--- src/design/fle_pkg.sv ---
// fle_pkg: shared constants and types for the log2/exp2 approximation block
// no dependencies; imported by every module in design/
package fle_pkg;

	// bit pattern of 1.0f and fixed-point scale constants
	localparam logic [31:0] ONE_BITS  = 32'd1065353216;
	localparam logic [31:0] TWO_UNIT  = 32'd16777216;
	localparam logic [25:0] FOUR_UNIT = 26'd33554432;

	// ceil(2^25 / 3), exact floor division by three for operands below 2^25
	localparam logic [23:0] RECIP3    = 24'd11184811;
	localparam int unsigned RECIP3_SH = 25;

	// square root pipeline shape: 25 result bits, five per stage
	localparam int unsigned SQRT_STAGES = 5;
	localparam int unsigned SQRT_ITERS  = 5;

	// operand word handed from the first stage to the log2 pipeline
	typedef struct packed {
		logic        second;
		logic [31:0] d;
		logic [23:0] hh;
		logic [22:0] hl;
	} log_in_t;

endpackage

--- src/design/fle_log2_pipe.sv ---
// fle_log2_pipe: four-stage log2 back end (quadratic correction, divide by three,
// fixed-to-float conversion with round to nearest even); depends on fle_pkg
module fle_log2_pipe import fle_pkg::*; (
	input  logic        clk,
	input  logic        en,
	input  log_in_t     op,
	output logic [31:0] y
);

	// stage a: square term, difference and reciprocal multiply
	logic [24:0] sq_sum_c;
	logic [23:0] sq_c;
	logic [23:0] diff_c;
	logic [46:0] prod_c;
	logic [46:0] prod_a;
	logic [31:0] d_a;
	logic        second_a;

	assign sq_sum_c = 25'(op.hh) + 25'(op.hl[22:10]);
	assign sq_c     = sq_sum_c[24:1];
	assign diff_c   = {1'b0, op.d[22:0]} - sq_c;
	assign prod_c   = diff_c[22:0] * RECIP3;

	always_ff @(posedge clk) begin
		if (en) begin
			prod_a   <= prod_c;
			d_a      <= op.d;
			second_a <= op.second;
		end
	end

	// stage b: add correction, take magnitude
	logic [21:0] q_c;
	logic [31:0] dsum_c;
	logic [31:0] mag_b;
	logic        neg_b;

	assign q_c    = prod_a[RECIP3_SH +: 22];
	assign dsum_c = d_a + (second_a ? {10'd0, q_c} : 32'd0);

	always_ff @(posedge clk) begin
		if (en) begin
			neg_b <= dsum_c[31];
			mag_b <= dsum_c[31] ? (32'd0 - dsum_c) : dsum_c;
		end
	end

	// stage c: leading one position
	logic [4:0]  p_c;
	logic [31:0] mag_c;
	logic [4:0]  p_cs;
	logic        neg_c;
	logic        zero_c;

	always_comb begin
		p_c = 5'd0;
		for (int i = 0; i < 32; i++) begin
			if (mag_b[i]) p_c = 5'(i);
		end
	end

	always_ff @(posedge clk) begin
		if (en) begin
			mag_c  <= mag_b;
			p_cs   <= p_c;
			neg_c  <= neg_b;
			zero_c <= (mag_b == 32'd0);
		end
	end

	// stage d: normalise, round and pack
	logic [3:0]  sh_c;
	logic [31:0] rmask_c;
	logic [31:0] half_c;
	logic [31:0] rem_c;
	logic [23:0] sig_c;
	logic [24:0] sig_r_c;
	logic        up_c;
	logic [7:0]  exp_c;
	logic [31:0] y_c;

	always_comb begin
		sh_c    = 4'd0;
		rmask_c = 32'd0;
		half_c  = 32'd0;
		rem_c   = 32'd0;
		up_c    = 1'b0;
		if (p_cs <= 5'd23) begin
			sig_c = 24'(mag_c << (5'd23 - p_cs));
		end else begin
			sh_c    = 4'(p_cs - 5'd23);
			rmask_c = (32'd1 << sh_c) - 32'd1;
			half_c  = 32'd1 << (sh_c - 4'd1);
			rem_c   = mag_c & rmask_c;
			sig_c   = 24'(mag_c >> sh_c);
			up_c    = (rem_c > half_c) || ((rem_c == half_c) && sig_c[0]);
		end
		sig_r_c = {1'b0, sig_c} + {24'd0, up_c};
		exp_c   = 8'(p_cs) + 8'd104 + {7'd0, sig_r_c[24]};
		if (zero_c) begin
			y_c = 32'd0;
		end else begin
			y_c = {neg_c, exp_c, sig_r_c[24] ? 23'd0 : sig_r_c[22:0]};
		end
	end

	always_ff @(posedge clk) begin
		if (en) begin
			y <= y_c;
		end
	end

endmodule

--- src/design/fle_sqrt_pipe.sv ---
// fle_sqrt_pipe: floor square root of (s * 2^23), restoring digit recurrence,
// five result bits per stage over five stages; depends on fle_pkg
module fle_sqrt_pipe import fle_pkg::*; (
	input  logic        clk,
	input  logic        en,
	input  logic [25:0] s,
	output logic [24:0] root
);

	localparam int unsigned RAD_W = 2 * SQRT_STAGES * SQRT_ITERS;

	logic [26:0]      rem_s  [SQRT_STAGES:0];
	logic [24:0]      root_s [SQRT_STAGES:0];
	logic [RAD_W-1:0] rad_s  [SQRT_STAGES:0];

	// stage zero is the radicand itself, padded to an even bit count
	assign rem_s[0]  = 27'd0;
	assign root_s[0] = 25'd0;
	assign rad_s[0]  = RAD_W'({s, 23'd0});

	for (genvar k = 1; k <= SQRT_STAGES; k++) begin : g_stage
		logic [26:0]      r_c;
		logic [24:0]      q_c;
		logic [RAD_W-1:0] w_c;
		logic [26:0]      r2;
		logic [26:0]      trial;

		// five digit steps
		always_comb begin
			r_c   = rem_s[k-1];
			q_c   = root_s[k-1];
			w_c   = rad_s[k-1];
			r2    = 27'd0;
			trial = 27'd0;
			for (int i = 0; i < SQRT_ITERS; i++) begin
				r2    = {r_c[24:0], w_c[RAD_W-1 -: 2]};
				trial = {q_c, 2'b01};
				if (r2 >= trial) begin
					r_c = r2 - trial;
					q_c = {q_c[23:0], 1'b1};
				end else begin
					r_c = r2;
					q_c = {q_c[23:0], 1'b0};
				end
				w_c = w_c << 2;
			end
		end

		always_ff @(posedge clk) begin
			if (en) begin
				rem_s[k]  <= r_c;
				root_s[k] <= q_c;
				rad_s[k]  <= w_c;
			end
		end
	end

	assign root = root_s[SQRT_STAGES];

endmodule

--- src/design/fast_log2_exp2_approx.sv ---
// fast_log2_exp2_approx: top level, input decode, exp2 conversion, output stage
// depends on fle_pkg, fle_log2_pipe, fle_sqrt_pipe
//
// usage
// - argument channel: func, x_bits with arg_valid/arg_ready; one word per cycle
// - result channel: y_bits, range_flag with res_valid/res_ready
// - func selects log2 or exp2, first or second order; range_flag only on exp2
// - res_valid is the valid bit of the last stage; an accepted word passes every stage to reach it
// - throughput is one word per cycle unless stalled; the exp2 square root
//   is spread over five stages and sets the depth, the log2 path is padded to match
// - all stages advance together; when the result is held by the receiver the
//   whole pipeline holds and arg_ready drops, nothing is lost or repeated
// - reset clears every valid bit; the pipeline comes up empty and ready
// - no configuration, no state between words
module fast_log2_exp2_approx import fle_pkg::*; (
	input  logic        clk,
	input  logic        arst_n,
	input  logic        arg_valid,
	output logic        arg_ready,
	input  logic [1:0]  func,
	input  logic [31:0] x_bits,
	output logic        res_valid,
	input  logic        res_ready,
	output logic [31:0] y_bits,
	output logic        range_flag
);

	localparam int unsigned LAST = SQRT_STAGES + 2;

	logic en;
	logic v_s [LAST:1];

	// global advance
	assign en        = !v_s[LAST] || res_ready;
	assign arg_ready = en;
	assign res_valid = v_s[LAST];

	// stage 1 log2 operands
	logic [31:0] d_c;
	log_in_t     lop_c;
	assign d_c         = x_bits - ONE_BITS;
	assign lop_c.second = func[1];
	assign lop_c.d      = d_c;
	assign lop_c.hh     = d_c[22:11] * d_c[22:11];
	assign lop_c.hl     = d_c[22:11] * d_c[10:0];

	// stage 1 exp2 input conversion, trunc(x * 2^23) with saturation
	logic [7:0]  e_c;
	logic [22:0] man_c;
	logic [7:0]  rsh_c;
	logic [31:0] mag_c;
	logic [31:0] t_c;
	logic        sat_c;
	logic [25:0] f3_c;
	logic [25:0] s_c;

	always_comb begin
		e_c   = x_bits[30:23];
		man_c = x_bits[22:0];
		rsh_c = 8'd127 - e_c;
		mag_c = 32'd0;
		sat_c = 1'b0;
		t_c   = 32'd0;
		if (e_c == 8'hFF && man_c != 23'd0) begin
			sat_c = 1'b1;
		end else if (e_c >= 8'd135) begin
			sat_c = 1'b1;
			t_c   = x_bits[31] ? 32'h8000_0000 : 32'h7FFF_FFFF;
		end else if (e_c != 8'd0) begin
			if (e_c >= 8'd127) begin
				mag_c = {8'd0, 1'b1, man_c} << 3'(e_c - 8'd127);
			end else if (rsh_c < 8'd24) begin
				mag_c = {8'd0, 1'b1, man_c} >> rsh_c[4:0];
			end
			t_c = x_bits[31] ? (32'd0 - mag_c) : mag_c;
		end
		f3_c = {2'b0, t_c[22:0], 1'b0} + {3'b0, t_c[22:0]};
		s_c  = FOUR_UNIT - f3_c;
	end

	log_in_t     lop_s1;
	logic [25:0] s_s1;
	logic [31:0] t_s   [LAST-1:1];
	logic        sat_s [LAST:1];
	logic        ex_s  [LAST:1];
	logic        sec_s [LAST-1:1];

	always_ff @(posedge clk) begin
		if (en) begin
			lop_s1   <= lop_c;
			s_s1     <= s_c;
			t_s[1]   <= t_c;
			sat_s[1] <= sat_c & func[0];
			ex_s[1]  <= func[0];
			sec_s[1] <= func[1];
			for (int k = 2; k < LAST; k++) begin
				t_s[k]   <= t_s[k-1];
				sec_s[k] <= sec_s[k-1];
			end
			for (int k = 2; k <= LAST; k++) begin
				sat_s[k] <= sat_s[k-1];
				ex_s[k]  <= ex_s[k-1];
			end
		end
	end

	// valid bits travel with the words
	always_ff @(posedge clk or negedge arst_n) begin
		if (!arst_n) begin
			for (int k = 1; k <= LAST; k++) v_s[k] <= 1'b0;
		end else if (en) begin
			v_s[1] <= arg_valid;
			for (int k = 2; k <= LAST; k++) v_s[k] <= v_s[k-1];
		end
	end

	// log2 back end, result lands at stage 5
	logic [31:0] ylog_s5;
	logic [31:0] ylog_s6;

	fle_log2_pipe u_log (
		.clk (clk),
		.en  (en),
		.op  (lop_s1),
		.y   (ylog_s5)
	);

	always_ff @(posedge clk) begin
		if (en) begin
			ylog_s6 <= ylog_s5;
		end
	end

	// exp2 square root, result lands at stage 6
	logic [24:0] root_s6;

	fle_sqrt_pipe u_sqrt (
		.clk  (clk),
		.en   (en),
		.s    (s_s1),
		.root (root_s6)
	);

	// final exp2 sum and output register
	logic [31:0] t6_c;
	logic [31:0] yexp_c;
	assign t6_c   = t_s[LAST-1];
	assign yexp_c = sec_s[LAST-1]
		? (t6_c + TWO_UNIT - {7'd0, root_s6} - {9'd0, t6_c[22:0]} + ONE_BITS)
		: (t6_c + ONE_BITS);

	logic [31:0] y_s7;
	always_ff @(posedge clk) begin
		if (en) begin
			y_s7 <= ex_s[LAST-1] ? yexp_c : ylog_s6;
		end
	end

	assign y_bits     = y_s7;
	assign range_flag = sat_s[LAST];

	// checks
	a_flag_exp_only: assert property (@(posedge clk) disable iff (!arst_n)
		res_valid && range_flag |-> ex_s[LAST])
		else $error("range flag raised on a log2 word");

	a_take_enters: assert property (@(posedge clk) disable iff (!arst_n)
		arg_valid && arg_ready |=> v_s[1])
		else $error("accepted word missing from first stage");

	a_stall_holds: assert property (@(posedge clk) disable iff (!arst_n)
		res_valid && !res_ready |-> !arg_ready)
		else $error("argument taken while pipeline stalled");

	a_log_exp_range: assert property (@(posedge clk) disable iff (!arst_n)
		res_valid && !ex_s[LAST] |-> y_bits[30:23] < 8'd137)
		else $error("log2 result exponent out of range");

endmodule

--- config.mk ---
export PLATFORM = sky130hd
export DESIGN_NAME = fast_log2_exp2_approx
export DESIGN_NICKNAME = d
export VERILOG_FILES = /design/src/design/fle_pkg.sv /design/src/design/fle_log2_pipe.sv /design/src/design/fle_sqrt_pipe.sv /design/src/design/fast_log2_exp2_approx.sv
export SDC_FILE = /design/constraint.sdc
export NUM_CORES = 2
export LEC_CHECK = 0
export BUFFER_PORTS_ARGS = -buffer_cell sky130_fd_sc_hd__buf_2
export CAP_MARGIN = 0
export CORE_ASPECT_RATIO = 1.2
export CORE_MARGIN = 2
export CORE_UTILIZATION = 46
export DETAILED_ROUTE_END_ITERATION = 7
export SYNTH_ARGS = -nofsm -noshare
export SYNTH_HDL_FRONTEND = slang
export SYNTH_SLANG_ARGS = --single-unit
--- constraint.sdc ---
create_clock -name clk -period 32.2 [get_ports clk]
set_input_delay 6.44 -clock clk [delete_from_list [all_inputs] [get_ports clk]]
set_output_delay 6.44 -clock clk [all_outputs]
set_load 0.05 [all_outputs]
# Word level (Yosys, flattened, before mapping)
# Memories as Yosys holds them, arrays and structs flattened.
# Cells that the tools add are included.
[classes] addsub=46 mul=3 order_cmp=30 n_eq_ne=2 n_shift=6 n_mux=99 bitwise_logic=2 reduce_logical=13
[ops] operator="$mux 25" count=24
[ops] operator="$mux 32" count=12
[ops] operator="$add 32x30->32 const B" count=2
[ops] operator="$mux 4" count=16
[ops] operator="$shl 1x4->32 const A" count=2
[ops] operator="$sub 1x32->32 const A" count=2
[ops] operator="$mul 23x24->47 const B" count=1
[ops] operator="$add 32x25->32 const B" count=1
[ops] operator="$add 32x32->32" count=1
[ops] operator="$and 32x32->32" count=1
[ops] operator="$eq 32x32->1" count=1
[ops] operator="$gt 32x32->1" count=1
[ops] operator="$logic_not 32->1" count=1
[ops] operator="$mux 1" count=32
[ops] operator="$shl 24x3->32" count=1
[ops] operator="$shl 32x5->24" count=1
[ops] operator="$shr 24x5->32" count=1
[ops] operator="$shr 32x4->24" count=1
[ops] operator="$sub 32x1->32 const B" count=1
[ops] operator="$sub 32x23->32" count=1
[ops] operator="$sub 32x25->32" count=1
[ops] operator="$sub 32x30->32 const B" count=1
[ops] operator="$mux 31" count=1
[ops] operator="$ge 27x10->1" count=1
[ops] operator="other kinds (81)" count=94
[word_totals] regBits=560 ram_bits=212 inputBits=38 out_inout_bits=35 wordCells=248 mem_count=4
[mem_list] name="t_s" words=6 width=32 rd=6 rd_clocked_by_memory_dff=0 wr=6 line="fast_log2_exp2_approx.sv:83" source="logic [31:0] t_s [LAST-1:1];"
[mem_list] name="ex_s" words=7 width=1 rd=6 rd_clocked_by_memory_dff=0 wr=7 line="fast_log2_exp2_approx.sv:85" source="logic ex_s [LAST:1];"
[mem_list] name="sat_s" words=7 width=1 rd=7 rd_clocked_by_memory_dff=0 wr=7 line="fast_log2_exp2_approx.sv:84" source="logic sat_s [LAST:1];"
[mem_list] name="sec_s" words=6 width=1 rd=6 rd_clocked_by_memory_dff=0 wr=6 line="fast_log2_exp2_approx.sv:86" source="logic sec_s [LAST-1:1];"

# Logic depth before layout (Yosys ltp)
[depth] ltp_word=30 mapped_depth=81 ltp_nobuf=74

# Cells and area by module
# A second synthesis with hierarchy kept.
[hier_totals] cells_unflattened=8146 area_unflattened_um2=77275.4
[by_module_without_submodules] mod="fast_log2_exp2_approx" instances=1 cells_per_inst=2500 area_each_um2=28339.7
[by_module_without_submodules] mod="fle_sqrt_pipe" instances=1 cells_per_inst=3567 area_each_um2=28222.1
[by_module_without_submodules] mod="fle_log2_pipe" instances=1 cells_per_inst=2079 area_each_um2=20713.6

# Worst setup path after synthesis
# OpenSTA, ideal clock, no wires.
[synth_path] kind="input port to output port" start="input res_ready" end="output arg_ready" arrival_time_ns=20.682 t_required_ns=25.760 setup_slack_ns=5.078 path_stages=3 path_buffers=1 cell_sequence="nor2b_1 -> clkbuf_1 -> inv_1"
[synth_between] elab_chain_cells=1
[synth_rtl] item="start: declaration" line="fast_log2_exp2_approx.sv:23" source="input logic res_ready,"
[synth_rtl] item="$logic_or 1x1->1" line="fast_log2_exp2_approx.sv:34" source="assign en = !v_s[LAST] || res_ready;"
[synth_rtl] item="end: declaration" line="fast_log2_exp2_approx.sv:19" source="output logic arg_ready,"
# No other way between the ends.

# Worst setup path in the final report
[layout_path] start="register u_sqrt.root_s[50] (netlist bit)" end="register u_sqrt.rem_s[88] (netlist bit), data pin"
[layout_between] elab_chain_cells=10
[layout_rtl] item="start: declaration" line="fle_sqrt_pipe.sv:13" source="logic [24:0] root_s [SQRT_STAGES:0];"
[layout_rtl] item="start signal: indexed assignment" line="fle_sqrt_pipe.sv:52" source="root_s[k] <= q_c;"
[layout_rtl] item="$sub 25x12->25 / $ge 27x12->1 (equally long branches)" line="fle_sqrt_pipe.sv:39, fle_sqrt_pipe.sv:38"
[layout_rtl] item="$mux 25 / $mux 1 (equally long branches)" line="fle_sqrt_pipe.sv:38" source="if (r2 >= trial) begin"
[layout_rtl] item="$sub 25x13->25 / $ge 27x13->1 (equally long branches)" line="fle_sqrt_pipe.sv:39, fle_sqrt_pipe.sv:38"
[layout_rtl] item="$mux 25 / $mux 1 (equally long branches)" line="fle_sqrt_pipe.sv:38"
[layout_rtl] item="$sub 25x14->25 / $ge 27x14->1 (equally long branches)" line="fle_sqrt_pipe.sv:39, fle_sqrt_pipe.sv:38"
[layout_rtl] item="$mux 25 / $mux 1 (equally long branches)" line="fle_sqrt_pipe.sv:38"
[layout_rtl] item="$ge 27x15->1 / $sub 25x15->25 (equally long branches)" line="fle_sqrt_pipe.sv:38, fle_sqrt_pipe.sv:39"
[layout_rtl] item="$mux 25 / $mux 1 (equally long branches)" line="fle_sqrt_pipe.sv:38"
[layout_rtl] item="$sub 25x16->25 / $ge 27x16->1 (equally long branches)" line="fle_sqrt_pipe.sv:39, fle_sqrt_pipe.sv:38"
[layout_rtl] item="$mux 25 *" line="fle_sqrt_pipe.sv:38"
[layout_rtl] item="named net u_sqrt.g_stage[3].r_c[7]" line="fle_sqrt_pipe.sv:22" source="logic [26:0] r_c;"
[layout_rtl] item="end signal: indexed assignment" line="fle_sqrt_pipe.sv:51" source="rem_s[k] <= r_c;"
[layout_rtl] item="end: declaration" line="fle_sqrt_pipe.sv:12" source="logic [26:0] rem_s [SQRT_STAGES:0];"
# The timed path passes the listed nets; every way through them passes the cells marked *.
# A chain may end at the register's enable or synchronous reset.

==> impl_metrics.json <==
{
  "floorplan.initialDensity_pct": 46.4,
  "cts_tree": "done",
  "post_cts.repair.setup_buffers": 0,
  "fp-row-count": 161,
  "nNetsFinal": 9126,
  "worst_ep_arrival_time_ns": 16.60,
  "totalNegativeSetupSlack_ns": 0,
  "place_area_um2": 76900,
  "synthesis.nets": 9186,
  "finalWeightedCongestion": 0.909,
  "area.sequential_um2": 21700,
  "cts.root.buffer_cell": "sky130_fd_sc_hd__clkbuf_16",
  "period_share_pct": 50.3,
  "worstPathBufferInverterCount": 9,
  "cts_num_sinks": 724,
  "grt_pass1_vias": 57100,
  "die_x_um": 371,
  "cp_class": "reg2reg",
  "synth.ff_latch_count": 724,
  "detail_route.iter0.violations": 3426,
  "multi_input_comb_area_um2": 48600,
  "cts.htree.levels": 3,
  "netlist_area_um2": 74500,
  "timing.critical_path.from_type": "register",
  "wl_per_instance_um": 18.2,
  "io_buffers": 72,
  "io_pins": 73,
  "synth_top_cells_by_area": "sky130_fd_sc_hd__edfxtp_1, sky130_fd_sc_hd__ha_1, sky130_fd_sc_hd__fa_1",
  "grt_antenna_before_repair": 10,
  "worst_case_headroom_to_the_max_slew_limit_pct": 22.0,
  "tritoncts.num_buffers": 81,
  "drive_above_1_share_pct": 6.58,
  "cts-resized-gates": 0,
  "rsz0062_at_grt": "false",
  "groute.usage.overall_pct": 22.2,
  "hold_class": "reg2reg",
  "die_height_um": 445,
  "routed-via-count": 57200,
  "main_synth_ff_type": "sky130_fd_sc_hd__edfxtp_1",
  "cts.hold.buffers_added": 0,
  "crit_path_max_fanout": 33,
  "post_synth.cell_area_avg_um2": 9.33,
  "first_pass_iters": 6,
  "synth_seq_area_share_pct": 29.2,
  "half_perimeter_wire_length_after_placement_um": 144000,
  "areaGrowthSynthToFinish_pct": 6.84,
  "die_area_um2": 165000,
  "run_status": "completed",
  "mostFrequentLayoutCells": "sky130_fd_sc_hd__ha_1, sky130_fd_sc_hd__inv_1, sky130_fd_sc_hd__edfxtp_1, sky130_fd_sc_hd__nand2_1, sky130_fd_sc_hd__nor2_1",
  "synth.yosys.warnings": 0,
  "post_dr_vias_cell": 5.66,
  "asyncSetResetFlopFracSynth_pct": 0.967,
  "synth_area_leader_cell": "sky130_fd_sc_hd__edfxtp_1",
  "cp-end-kind": "register",
  "layout.cells.most_common": "sky130_fd_sc_hd__ha_1",
  "synth.lib_cells_used.distinct": 118,
  "detail_route.drc_violations": 0,
  "worst_setup_hold_path_clk_slew_ns": 0.06,
  "global_route.overflow_total": 0,
  "worst-slew-pin-transition_ns": 1.15,
  "critical_path.top_delay_family": "simple AND/OR/NAND/NOR gates",
  "ant_nets": 0,
  "critical_path_data_required_time_ns": 32.61,
  "critical-path-top-cell-by-count": "sky130_fd_sc_hd__a21oi_1",
  "first_pass_grt_wire_length_um": 299000,
  "finalSetupViolations": 0,
  "routed_wl_um": 184000,
  "core_area_um2": 161000,
  "final-hold-violation-count": 0,
  "cts_max_path_buffers": 3,
  "achievable-frequency_ghz": 0.0618,
  "cpPeakStageDelay_ns": 0.82,
  "synth_enable_flop_cells": 717,
  "finalMaxSlewViolations": 0,
  "netlist.area_leader.share_pct": 28.9,
  "layout.cell_area.non_filler_um2": 79600,
  "pin_count_of_the_biggest_net_entering_global_routing": 122,
  "synthCells": 7977,
  "fill_cells": 14900,
  "max_cap_violations": 0,
  "finalClockSkew_ns": 0.0439,
  "slowest_stage": "sky130_fd_sc_hd__nor4_1",
  "clkLatencyLatePin_ns": 0.69,
  "final.min_clock_period_ns": 16.19
}
layout make-up:
type	count	area share, %
Multi-Input combinational cell	6165	61.1
Sequential cell	724	27.3
Inverter	815	3.86
Tap cell	2119	3.33
Clock buffer	92	2.63
Timing Repair Buffer	130	1.02
Clock inverter	57	0.727
Antenna cell	4	0.0126
worst register-to-register path, delay by kind of cell, from the launching register on:
| kind | cells | cell delay [ns] |
|---|---|---|
| AND/OR/NAND/NOR | 25 | 5.69 |
| AO/OA/AOI/OAI | 26 | 4.98 |
| buffers and inverters | 9 | 2.51 |
| adder cells (fa/ha/maj) | 5 | 1.55 |
| XOR/XNOR | 2 | 0.42 |
| flip-flops | 1 | 0.39 |
| multiplexers | 1 | 0.39 |
flip-flops by register name, summed over array words and instances, names as in the netlist, 26 cells and up:
name	cells
u_log.y	32
y_bits	32
u_sqrt.rem_s	98
u_log.d_a	32
ylog_s6	32
u_sqrt.root_s	50
s_s1	26
lop_s1	67
u_log.mag_c	32
u_log.mag_b	32
t_s	188
per-stage QoR:
stage	utilization (%)	hold WS, ns	worst slack [ns]	cells
2_1_floorplan	-	0.400	5.08	7977
4_1_cts	49.5	0.391	16.06	10100
5_1_grt	49.5	0.401	14.60	10100
3_5_place_dp	47.9	0.405	16.11	9953
6_report	49.6	0.396	16.01	10100
3_3_place_gp	47.9	0.400	16.42	9953
routing by layer:
layer,GRT usage (%),wire (um),up-vias
met5,0,12,-
met4,6.59,5320,2
met3,2.20,6480,294
met2,39.7,91800,1109
met1,28.2,80300,27500
li1,-,-,28300
final timing paths:
check / cells after the start / startpoint / end / slack [ns]
max reg2reg: 68 / u_sqrt.root_s[50] / u_sqrt.rem_s[88] / 16.01
max: 68 / u_sqrt.root_s[50] / u_sqrt.rem_s[88] / 16.01
min in group asynchronous: 1 / arst_n / v_s[2] / 5.57
max in group asynchronous: 1 / arst_n / res_valid / 26.48
min reg2reg: 0 / u_sqrt.g_stage[2].w_c[49] / u_sqrt.rad_s[149] / 0.40
min: 0 / u_sqrt.g_stage[2].w_c[49] / u_sqrt.rad_s[149] / 0.40
synthesized netlist by cell type, types with 138 or more instances:
library cell,number
sky130_fd_sc_hd__a21o_1,148
sky130_fd_sc_hd__clkbuf_1,215
sky130_fd_sc_hd__o21ai_0,338
sky130_fd_sc_hd__a21oi_1,588
sky130_fd_sc_hd__xnor2_1,374
sky130_fd_sc_hd__nand3_1,156
sky130_fd_sc_hd__nand2_1,677
sky130_fd_sc_hd__mux2i_1,138
sky130_fd_sc_hd__inv_1,804
sky130_fd_sc_hd__nor2_1,614
sky130_fd_sc_hd__fa_1,318
sky130_fd_sc_hd__xor2_1,193
sky130_fd_sc_hd__nor3_1,159
sky130_fd_sc_hd__and2_1,183
sky130_fd_sc_hd__ha_1,853
sky130_fd_sc_hd__edfxtp_1,717
logic make-up (layout without fill, tap and decap cells):
group	after synthesis	after routing	share of synthesized area, %
adder cells (fa/ha/maj)	1171	1171	22.9
XOR/XNOR	568	568	6.71
other	0	4	0
flip-flops	724	724	29.2
multiplexers	276	276	4.78
AND/OR/NAND/NOR	2376	2376	15.7
buffers and inverters	1088	1094	5.59
AO/OA/AOI/OAI	1774	1774	15.2
Power is not shown: default switching activity piles up to over one toggle a cycle in this logic, so the estimate is an artifact.
